<file path="src/tss_pkg.sv">
// ----------------------------------------------------------------------------
// tss_pkg
// shared types and codes for the tombstone slot table
// ----------------------------------------------------------------------------
package tss_pkg;

    typedef enum logic [1:0] {
        CMD_INSERT = 2'd0,
        CMD_DELETE = 2'd1,
        CMD_LIST   = 2'd2
    } t_cmd;

    typedef enum logic [2:0] {
        ST_STORED     = 3'd0,
        ST_REVIVED    = 3'd1,
        ST_FULL_DROP  = 3'd2,
        ST_DELETED    = 3'd3,
        ST_LIST_ENTRY = 3'd4,
        ST_LIST_EMPTY = 3'd5
    } t_status;

    typedef struct packed {
        logic [1:0]         cmd;
        logic signed [31:0] item_value;
    } t_in_item;

    typedef struct packed {
        logic [2:0]         status;
        logic [3:0]         slot_index;
        logic signed [31:0] out_value;
        logic [4:0]         match_count;
        logic               last;
    } t_out_item;

    typedef struct packed {
        t_cmd               cmd;
        logic signed [31:0] value;
    } t_job;

endpackage

</file>
<file path="src/tss_front.sv">
// ----------------------------------------------------------------------------
// tss_front
// accepts input beats, drops unused commands, queues jobs for the back end
// ----------------------------------------------------------------------------
module tss_front
    import tss_pkg::*;
(
    input  logic     i_clk,
    input  logic     i_rst_n,
    input  logic     push,
    output logic     full,
    input  t_in_item i_item,
    output logic     o_job_valid,
    output t_job     o_job,
    input  logic     i_job_pop
);

    t_job       r_q [2];
    logic       r_wr_ptr;
    logic       r_rd_ptr;
    logic [1:0] r_count;
    logic       w_is_op;
    logic       w_enq;
    logic       w_deq;

    always_comb begin
        unique case (i_item.cmd)
            CMD_INSERT, CMD_DELETE, CMD_LIST: w_is_op = 1'b1;
            default:                          w_is_op = 1'b0;
        endcase
    end

    assign full        = (r_count == 2'd2);
    assign w_enq       = push && !full && w_is_op;
    assign w_deq       = i_job_pop && (r_count != 2'd0);
    assign o_job_valid = (r_count != 2'd0);
    assign o_job       = r_q[r_rd_ptr];

    always_ff @(posedge i_clk) begin
        if (w_enq) begin
            r_q[r_wr_ptr] <= '{cmd: t_cmd'(i_item.cmd), value: i_item.item_value};
        end
    end

    always_ff @(posedge i_clk) begin
        if (!i_rst_n) begin
            r_wr_ptr <= 1'b0;
            r_rd_ptr <= 1'b0;
            r_count  <= 2'd0;
        end else begin
            if (w_enq) begin
                r_wr_ptr <= !r_wr_ptr;
            end
            if (w_deq) begin
                r_rd_ptr <= !r_rd_ptr;
            end
            unique case ({w_enq, w_deq})
                2'b10:   r_count <= r_count + 2'd1;
                2'b01:   r_count <= r_count - 2'd1;
                default: r_count <= r_count;
            endcase
        end
    end

endmodule

</file>
<file path="src/tss_back.sv">
// ----------------------------------------------------------------------------
// tss_back
// slot table engine: parallel match, then insert/delete update or list walk
// ----------------------------------------------------------------------------
module tss_back
    import tss_pkg::*;
#(
    parameter int TABLE_DEPTH = 16,
    parameter int VALUE_WIDTH = 32
) (
    input  logic      i_clk,
    input  logic      i_rst_n,
    input  logic      i_job_valid,
    input  t_job      i_job,
    output logic      o_job_pop,
    output logic      empty,
    input  logic      pop,
    output t_out_item o_result
);

    localparam int IW = (TABLE_DEPTH > 1) ? $clog2(TABLE_DEPTH) : 1;
    localparam int CW = $clog2(TABLE_DEPTH + 1);

    typedef enum logic [1:0] {
        S_IDLE,
        S_EXEC,
        S_LIST
    } t_state;

    t_state                   r_state;
    t_cmd                     r_cmd;
    logic [VALUE_WIDTH-1:0]   r_val;
    logic [VALUE_WIDTH-1:0]   r_vals [TABLE_DEPTH];
    logic [TABLE_DEPTH-1:0]   r_valid;
    logic [CW-1:0]            r_used;
    logic [TABLE_DEPTH-1:0]   r_rev_vec;
    logic [TABLE_DEPTH-1:0]   r_free_vec;
    logic [TABLE_DEPTH-1:0]   r_del_vec;
    logic                     r_any;
    logic [IW-1:0]            r_last;
    logic [IW-1:0]            r_cursor;
    t_out_item                r_out;
    logic                     r_out_valid;

    logic                     w_out_ready;
    logic                     w_emit;
    logic [63:0]              w_in_wide;
    logic [VALUE_WIDTH-1:0]   w_in_val;
    logic [63:0]              w_val_wide;
    logic [63:0]              w_cur_wide;
    logic [TABLE_DEPTH-1:0]   w_eq;
    logic [TABLE_DEPTH-1:0]   w_below_used;
    logic [IW-1:0]            w_ins_idx;
    logic [CW-1:0]            w_ins_used;
    t_status                  w_ins_status;
    logic                     w_ins_write;
    logic                     w_ins_set;
    logic [CW-1:0]            w_del_cnt;
    logic [IW+3:0]            w_ins_idx_x;
    logic [IW+3:0]            w_cur_idx_x;
    logic [CW+4:0]            w_del_cnt_x;
    logic                     w_mem_we;

    function automatic logic [IW-1:0] first_set(input logic [TABLE_DEPTH-1:0] vec);
        logic [IW-1:0] idx;
        idx = '0;
        for (int i = TABLE_DEPTH - 1; i >= 0; i--) begin
            if (vec[i]) begin
                idx = IW'(i);
            end
        end
        return idx;
    endfunction

    function automatic logic [IW-1:0] last_set(input logic [TABLE_DEPTH-1:0] vec);
        logic [IW-1:0] idx;
        idx = '0;
        for (int i = 0; i < TABLE_DEPTH; i++) begin
            if (vec[i]) begin
                idx = IW'(i);
            end
        end
        return idx;
    endfunction

    assign w_out_ready = !r_out_valid || pop;
    assign o_job_pop   = (r_state == S_IDLE) && i_job_valid;
    assign empty       = !r_out_valid;
    assign o_result    = r_out;

    // a result beat is loaded this cycle
    assign w_emit = w_out_ready &&
                    (((r_state == S_EXEC) && !((r_cmd == CMD_LIST) && r_any)) ||
                     ((r_state == S_LIST) && r_valid[r_cursor]));

    assign w_in_wide  = 64'(i_job.value);
    assign w_in_val   = w_in_wide[VALUE_WIDTH-1:0];
    assign w_val_wide = 64'(r_val);
    assign w_cur_wide = 64'(r_vals[r_cursor]);

    always_comb begin
        for (int i = 0; i < TABLE_DEPTH; i++) begin
            w_eq[i]         = (r_vals[i] == w_in_val);
            w_below_used[i] = (CW'(i) < r_used);
        end
    end

    always_comb begin
        w_ins_idx    = '0;
        w_ins_used   = r_used;
        w_ins_write  = 1'b0;
        w_ins_set    = 1'b1;
        w_ins_status = ST_STORED;
        priority if (|r_rev_vec) begin
            w_ins_idx    = first_set(r_rev_vec);
            w_ins_status = ST_REVIVED;
        end else if (|r_free_vec) begin
            w_ins_idx   = first_set(r_free_vec);
            w_ins_write = 1'b1;
        end else if (r_used < CW'(TABLE_DEPTH)) begin
            w_ins_idx   = r_used[IW-1:0];
            w_ins_used  = r_used + CW'(1);
            w_ins_write = 1'b1;
        end else begin
            w_ins_set    = 1'b0;
            w_ins_status = ST_FULL_DROP;
        end
    end

    always_comb begin
        w_del_cnt = '0;
        for (int i = 0; i < TABLE_DEPTH; i++) begin
            w_del_cnt = w_del_cnt + CW'(r_del_vec[i]);
        end
    end

    assign w_ins_idx_x = {4'd0, w_ins_idx};
    assign w_cur_idx_x = {4'd0, r_cursor};
    assign w_del_cnt_x = {5'd0, w_del_cnt};
    assign w_mem_we    = (r_state == S_EXEC) && w_out_ready && (r_cmd == CMD_INSERT)
                         && w_ins_write;

    always_ff @(posedge i_clk) begin
        if (w_mem_we) begin
            r_vals[w_ins_idx] <= r_val;
        end
    end

    always_ff @(posedge i_clk) begin
        if (!i_rst_n) begin
            r_state     <= S_IDLE;
            r_valid     <= '0;
            r_used      <= '0;
            r_out_valid <= 1'b0;
        end else begin
            if (w_emit) begin
                r_out_valid <= 1'b1;
            end else if (pop && r_out_valid) begin
                r_out_valid <= 1'b0;
            end
            unique case (r_state)
                S_IDLE: begin
                    if (i_job_valid) begin
                        r_cmd      <= i_job.cmd;
                        r_val      <= w_in_val;
                        r_rev_vec  <= w_eq & ~r_valid & w_below_used;
                        r_free_vec <= ~r_valid & w_below_used;
                        r_del_vec  <= w_eq & r_valid;
                        r_any      <= |r_valid;
                        r_last     <= last_set(r_valid);
                        r_cursor   <= '0;
                        r_state    <= S_EXEC;
                    end
                end
                S_EXEC: begin
                    if (w_out_ready) begin
                        unique case (r_cmd)
                            CMD_INSERT: begin
                                if (w_ins_set) begin
                                    r_valid[w_ins_idx] <= 1'b1;
                                end
                                r_used            <= w_ins_used;
                                r_out.status      <= w_ins_status;
                                r_out.slot_index  <= w_ins_set ? w_ins_idx_x[3:0] : 4'd0;
                                r_out.out_value   <= w_val_wide[31:0];
                                r_out.match_count <= '0;
                                r_out.last        <= 1'b1;
                                r_state           <= S_IDLE;
                            end
                            CMD_DELETE: begin
                                r_valid           <= r_valid & ~r_del_vec;
                                r_out.status      <= ST_DELETED;
                                r_out.slot_index  <= '0;
                                r_out.out_value   <= '0;
                                r_out.match_count <= w_del_cnt_x[4:0];
                                r_out.last        <= 1'b1;
                                r_state           <= S_IDLE;
                            end
                            default: begin
                                if (r_any) begin
                                    r_state <= S_LIST;
                                end else begin
                                    r_out.status      <= ST_LIST_EMPTY;
                                    r_out.slot_index  <= '0;
                                    r_out.out_value   <= '0;
                                    r_out.match_count <= '0;
                                    r_out.last        <= 1'b1;
                                    r_state           <= S_IDLE;
                                end
                            end
                        endcase
                    end
                end
                S_LIST: begin
                    if (!r_valid[r_cursor]) begin
                        r_cursor <= r_cursor + IW'(1);
                    end else if (w_out_ready) begin
                        r_out.status      <= ST_LIST_ENTRY;
                        r_out.slot_index  <= w_cur_idx_x[3:0];
                        r_out.out_value   <= w_cur_wide[31:0];
                        r_out.match_count <= '0;
                        r_out.last        <= (r_cursor == r_last);
                        if (r_cursor == r_last) begin
                            r_state <= S_IDLE;
                        end else begin
                            r_cursor <= r_cursor + IW'(1);
                        end
                    end
                end
                default: r_state <= S_IDLE;
            endcase
        end
    end

endmodule

</file>
<file path="src/tombstone_slot_table.sv">
// ----------------------------------------------------------------------------
// tombstone_slot_table
// ordered value slots with logical deletion: insert, delete all, list
//
//   channel   handshake         beat
//   input     push / full       i_item   (t_in_item)
//   result    empty / pop       o_result (t_out_item)
//
// insert and delete: the queued job is matched against all slots in parallel and
// the match vectors registered, then the update and result register are written.
// list: after that match step, the walk visits each slot up to and including the last valid one.
// one job in the engine at a time; a two-entry job queue and the result
// register let input and output stall independently; a waiting beat holds the engine.
// synchronous reset clears all valid marks and the used count; no sweep.
// ----------------------------------------------------------------------------
module tombstone_slot_table
    import tss_pkg::*;
#(
    parameter int TABLE_DEPTH = 16,
    parameter int VALUE_WIDTH = 32
) (
    input  logic      i_clk,
    input  logic      i_rst_n,
    input  logic      push,
    output logic      full,
    input  t_in_item  i_item,
    output logic      empty,
    input  logic      pop,
    output t_out_item o_result
);

    logic w_job_valid;
    t_job w_job;
    logic w_job_pop;

    tss_front u_front (
        .i_clk       (i_clk),
        .i_rst_n     (i_rst_n),
        .push        (push),
        .full        (full),
        .i_item      (i_item),
        .o_job_valid (w_job_valid),
        .o_job       (w_job),
        .i_job_pop   (w_job_pop)
    );

    tss_back #(
        .TABLE_DEPTH (TABLE_DEPTH),
        .VALUE_WIDTH (VALUE_WIDTH)
    ) u_back (
        .i_clk       (i_clk),
        .i_rst_n     (i_rst_n),
        .i_job_valid (w_job_valid),
        .i_job       (w_job),
        .o_job_pop   (w_job_pop),
        .empty       (empty),
        .pop         (pop),
        .o_result    (o_result)
    );

endmodule

</file>
<file path="config.mk">
export PLATFORM = sky130hd
export DESIGN_NAME = tombstone_slot_table
export DESIGN_NICKNAME = d
export VERILOG_FILES = /design/src/tss_pkg.sv /design/src/tss_front.sv /design/src/tss_back.sv /design/src/tombstone_slot_table.sv
export SDC_FILE = /design/constraint.sdc
export NUM_CORES = 1
export LEC_CHECK = 0
export BUFFER_PORTS_ARGS = -buffer_cell sky130_fd_sc_hd__buf_2
export CELL_PAD_IN_SITES_DETAIL_PLACEMENT = 1
export CELL_PAD_IN_SITES_GLOBAL_PLACEMENT = 1
export CORE_ASPECT_RATIO = 0.8
export CORE_UTILIZATION = 54
export CTS_CLUSTER_SIZE = 40
export DETAILED_ROUTE_END_ITERATION = 16
export GPL_ROUTABILITY_DRIVEN = 0
export PLACE_DENSITY_LB_ADDON = 0.05
export SYNTH_ARGS = -nofsm -noshare
export SYNTH_HDL_FRONTEND = slang
export SYNTH_HIERARCHICAL = 1
export SYNTH_SLANG_ARGS = --single-unit
</file>
<file path="constraint.sdc">
create_clock -name i_clk -period 6.85 [get_ports i_clk]
set_input_delay 0.3425 -clock i_clk [delete_from_list [all_inputs] [get_ports i_clk]]
set_output_delay 0.3425 -clock i_clk [all_outputs]
set_load 0.005 [all_outputs]
</file>
* Word-level counts from Yosys, hierarchy flattened
Memories as Yosys holds them, arrays and structs flattened. A register that Yosys moved wholly into a read port is not among the register bits.
Index checks and enable logic that the tools add are counted.
Widths: inputs -> output; s select.
** Storage, ports and cells
- Memory bits (read-only) :: 0
- Memories :: 2
- Bits in writable memories :: 580
- Register bits :: 164
- Output and inout bits :: 47
- Bits of input ports :: 38
- Logic and storage cells :: 245
- Bits in latches :: 0
** Memories
- u_back.r_vals :: depth 16, width 32, read ports 17, clocked after Yosys merged registers in 1, write ports 1, RTL line tss_back.sv:33 : logic [VALUE_WIDTH-1:0] r_vals [TABLE_DEPTH];
- u_front.r_q :: depth 2, width 34, read ports 1, clocked after Yosys merged registers in 1, write ports 1, RTL line tss_front.sv:18 : t_job r_q [2];
** Operators by class
- Div/mod/pow operators :: 0
- Multipliers :: 0
- Add/sub/neg operators :: 19
- Bitwise gates (word level) :: 10
- Shifts and indexed selects :: 0
- $lt $le $gt $ge :: 20
- Equal/unequal tests :: 35
- Reductions and logical operators :: 43
- Muxes and demuxes :: 93
** Operator list (count)
- $eq 32x32->1 :: 16
- $mux 45 :: 4
- $pmux 45 s2 :: 2
- $mux 4 :: 41
- $and 16x16->16 :: 5
- $add 5x1->5 :: 14
- $reduce_or 16->1 :: 3
- $lt 4x5->1 const A :: 8
- $not 16->16 :: 2
- $pmux 16 s2 :: 1
- $mux 3 :: 10
- $mux 2 :: 12
- $lt 3x5->1 const A :: 4
- $mux 1 :: 17
- $mux 16 :: 1
- $or 16x16->16 :: 1
- $logic_and 1x1->1 :: 13
- $reduce_and 6->1 :: 2
- $reduce_bool 2->1 :: 6
- $eq 2x2->1 const B :: 5
- $lt 1x5->1 const A :: 2
- $lt 2x5->1 const A :: 2
- $lt 4x5->1 const B :: 2
- $reduce_and 5->1 :: 2
- 29 further kinds :: 45

* Longest topological paths before layout
- Depth in word-level cells :: 25
- Depth in mapped cells :: 13
- Mapped depth without buffers :: 13

* Cells and area by module
The synthesis kept the hierarchy.
** By module, submodules not included
- tss_back :: sequential area each 20019.2 µm², cells each 2034, instances 1, area an instance 32273.5 µm²
- tss_front :: sequential area each 2142.1 µm², cells each 132, instances 1, area an instance 2681.3 µm²

* Least setup slack after synthesis
OpenSTA, ideal clock, no wires.
- Kind :: reg-to-reg
- From :: register u_back.r_cursor[0]
- To :: register u_back.r_out, in the netlist u_back/o_result[0] (enable)
- Cell stages (with the launch flop) :: 6
- Period minus slack after synthesis :: 5194 ps
- Setup time :: 521 ps
- Buffers on the path :: 1
- Arrival time :: 4673 ps
- Data required time :: 6329 ps
- Setup slack :: 1656 ps
- Cell sequence :: edfxtp_1 -> buf_2 -> mux4_2 -> mux4_2 -> nand2_1 -> a221oi_1
** On the way
- Word-level cells in the longest chain between the ends :: 4
** RTL lines
- from (decl) :: RTL line tss_back.sv:41 : logic [IW-1:0] r_cursor;
- from (signal assigned) :: RTL line tss_back.sv:216 : r_cursor <= r_cursor + IW'(1);
- from (signal assigned) :: RTL line tss_back.sv:226 : r_cursor <= r_cursor + IW'(1);
- $bmux 1 s4 :: RTL line tss_back.sv:215 : if (!r_valid[r_cursor]) begin
- $mux 1 (implied by the code) :: RTL line tss_back.sv:215
- $ne 2x2->1 (no line)
- $reduce_and 6->1 (no line)
- to (decl) :: RTL line tss_back.sv:42 : t_out_item r_out;
No other way between the ends. The select of a mux whose other input is x is not followed.
A chain may end at the register's enable or synchronous reset.

==> key figures <==
Outcome
  • Outcome: finished, final reports clean

Pwr
  • PD cells: 365 nW/µm²
  • Leak Pwr: approximately 12 nW
  • VDD IR max: roughly 0.26 mV

Min path
  • Hold endpoint: u_back/r_out_valid$_SDFFE_PN0P_
  • Hold Crit Class: in -> reg
  • Hold path startpoint: pop
  • Hold Crit Depth: 3

Timing
  • RSZ-0062 raised after global routing: no
  • Setup tns final: 0 ns
  • Worst Skew: slightly above 0.03 ns
  • Fmax: 0.233 GHz
  • Final-report max-slew violation count: 0
  • Slew @ Worst Pin: 1.42 ns
  • Fin crit period: about 4.3 ns
  • Hold violation count in the final report: 0
  • Final setup viols: 0
  • Post-route clock period utilization: 62.7%
  • Relative slew margins: under 10%

Final layout
  • Multi-input logic area: around 12000 µm²
  • Commonest non-fill, non-tap cell in the layout: edfxtp_1
  • Final cell count without fillers: ~3200
  • Storage cell area: 22200 µm²
  • Fillers: between 5000 and 6000
  • Nets: 2339
  • Layout area overhead: 12.7%
  • Most frequent cells in the layout: edfxtp_1 (716), xnor2_1 (460), mux4_2 (165)
  • Layout cells sized above 1: 20.4%

Floorplanning
  • Initial core utilization: a little over half
  • Row count: 83
  • Die area: 65800 µm²
  • Die height: 230 µm
  • Die Width: approximately 290 µm
  • IO Count: 85
  • Core ar.: approximately 64000 µm²

Critical path
  • Worst Reg-to-Reg Cells: 5
  • Critical Path Fanout Max: 18
  • Worst reg2reg setup slack: 2.56 ns
  • Crit Path Class: reg -> reg
  • CP arrival: about 4.8 ns
  • Crit path launch type: flop
  • Setup crit end kind: flop
  • CP required: approximately 7.3 ns
  • R2r endpoint: u_back/r_del_vec[7]$_DFFE_PP_

Job
  • Number of max-cap violations: 0

Global route
  • Gr ovfl total: 0
  • Largest net degree at the start of global routing: a little under 70
  • Antenna violations before repair: 12
  • Vias in the first global route: between 20000 and 25000
  • Gr usage total: a little over two fifths
  • Global-route wire length before repair: 187000 µm

Yosys
  • Synth Area in Compound Gates: under 10%
  • Synth Cell Area: 35000 µm²
  • Simple-gate share of the synthesized area: 6.19%
  • Fraction of registers with async set or reset after synthesis: 0%
  • Post-synth net total: around 2200
  • Main combinational cell family by area after synthesis: XOR/XNOR gates
  • Gate Count Post-Synth: ~2200
  • Register bit total from synthesis: approximately 750
  • Synth Area per Inst: between 15 and 20 µm²
  • Post-synthesis mux area share: between 10% and 20%
  • Xor and xnor area share after synthesis: a little over an eighth
  • Yosys top cell by area: edfxtp_1
  • Yosys top cell area share: 61.5%
  • Ys Warns: 6
  • Area contributors post-synth: edfxtp_1 (62%), xnor2_1 (12%), mux4_2 (11%), nand4_1 (2.2%), dfxtp_1 (1.9%)
  • Sequential share of the synthesized area: between 60% and 70%
  • Number of synthesized flops with an enable pin: around 720
  • Netlist cell types: between 50 and 60
  • Top_reg_cell synth: edfxtp_1
  • Synth Area in Adders: 0.966%

Place
  • PortBufs: 84
  • Inst Count DP: ~3000
  • Hpwl dp: between 90000 and 100000 µm

Route
  • Routed WL per cell: ~43 µm
  • Detail Route Antenna Nets: 0
  • Via count: 23056
  • Via density: between 7 and 8
  • Initial drt markers: around 4400
  • # DRC: 0
  • First-pass DRT Iterations: 5
  • DRT Wirelength: between 100000 and 150000 µm

Clock network
  • TritonCTS clock tree: yes
  • Setup Buffers After CTS: 0
  • Clock transition at the registers of the reported paths: around 0.060 ns
  • Clk_lat worst skew: between 0.6 and 0.7 ns
  • CTS Root Cell: clkbuf_16
  • Largest buffer count on any clock path: 3
  • Cts bufs inserted: just under 80
  • CTS Sinks: between 700 and 800
  • H-tree depth: 3
[how the worst max path moves through the flow]
| stage | to | slack, ns |
|---|---|---|
| 6_report | u_back/r_del_vec[7]$_DFFE_PP_ | 2.56 |
| 3_5_place_dp | u_back/r_vals[13][10]$_DFFE_PP_ | 2.79 |
| 4_1_cts | u_back/r_del_vec[7]$_DFFE_PP_ | 2.78 |
| 2_1_floorplan | u_back/o_result[0]$_SDFFCE_PN1P_ | 1.66 |
| 5_1_grt | u_back/r_vals[13][15]$_DFFE_PP_ | 2.45 |
| 3_3_place_gp | u_back/r_vals[13][6]$_DFFE_PP_ | 2.94 |
[power by group]
part	total [mW]	switching, mW	leakage, nW	internal, mW
Sequential	5.93	0.471	6.77	5.46
Clock	4.42	1.86	1.27	2.57
Combinational	4.04	2.56	4.20	1.48
Total	14.4	4.89	12.2	9.51
[sequential cells by signal (all words and copies together) (netlist names), named ones only]
name,flops
u_back/r_out_valid,1
u_front/r_q,68
u_back/r_del_vec,16
u_back/r_val,32
u_back/r_any,1
u_front/r_rd_ptr,1
u_back/r_vals,512
u_back/r_free_vec,16
u_front/r_count,2
u_back/r_cmd,2
u_back/r_state,2
u_back/r_valid,16
u_back/r_used,5
u_back/r_last,4
u_front/r_wr_ptr,1
u_back/r_cursor,4
u_back/o_result,45
u_back/r_rev_vec,16
[synth_stat cells (20+ instances only)]
master and count:
a21oi_1 24, a22o_1 34, and3_1 31, clkbuf_1 99, dfxtp_1 33, edfxtp_1 716, inv_1 41, mux2_2 34
mux4_2 165, nand2_1 45, nand3_1 20, nand4_1 121, nor2_1 58, nor4_1 55, xnor2_1 460, xor2_1 66
[area by class of cell]
cell class	count	share of cell area, %
Clock buffer	94	5.22
Clock inverter	49	1.40
Sequential cell	749	56.3
Timing Repair Buffer	157	2.67
Multi-Input combinational cell	1253	31.3
Tap cell	850	2.70
Antenna cell	6	0.0381
Inverter	41	0.391
[layer usage]
| metal | track usage [%] | up-vias | part of all wire [%] |
|---|---|---|---|
| met5 | 0 | - | 0.11 |
| met4 | 15.8 | 16 | 4.5 |
| met3 | 18.6 | 338 | 17 |
| met2 | 56.5 | 2072 | 41 |
| met1 | 60.6 | 12034 | 38 |
| li1 | - | 8596 | - |
[per-stage QoR]
step | cell area (µm²) | total power, mW | utilization (%) | worst slack [ns] | hold slack [ns]
after floorplan | 35000 | 8.21 | - | 1.66 | 0.441
after global placement | 36400 | 9.76 | 56.8 | 2.94 | 0.478
after detailed placement | 36400 | 9.82 | 56.8 | 2.79 | 0.503
after CTS | 39400 | 14.2 | 61.4 | 2.78 | 0.179
after global routing | 39400 | 14.6 | 61.4 | 2.45 | 0.230
final | 39400 | 14.4 | 61.5 | 2.56 | 0.209
[critical path, stage by stage, from the launching register on]
cell and delay [ns]:
dfxtp_2 0.79, mux2_2 0.63, xnor2_1 1.00, nand4_1 0.46, nor4_1 0.92, and3_1 0.33
[cell families after synthesis]
group,count (synthesis)
buffers and inverters,164
AOI/OAI and AO/OA,123
DFF,749
adders and majority gates,21
muxes,204
and+or+nand+nor,379
xor gates and xnor gates,526
[repair_timing]
action / 4_1_cts / 5_1_grt
gates resized for setup: 0 / 0
hold buffers: 34 / 0
endpoints found under the hold margin: 68 / 0
Power figures use the tool's default switching activity.
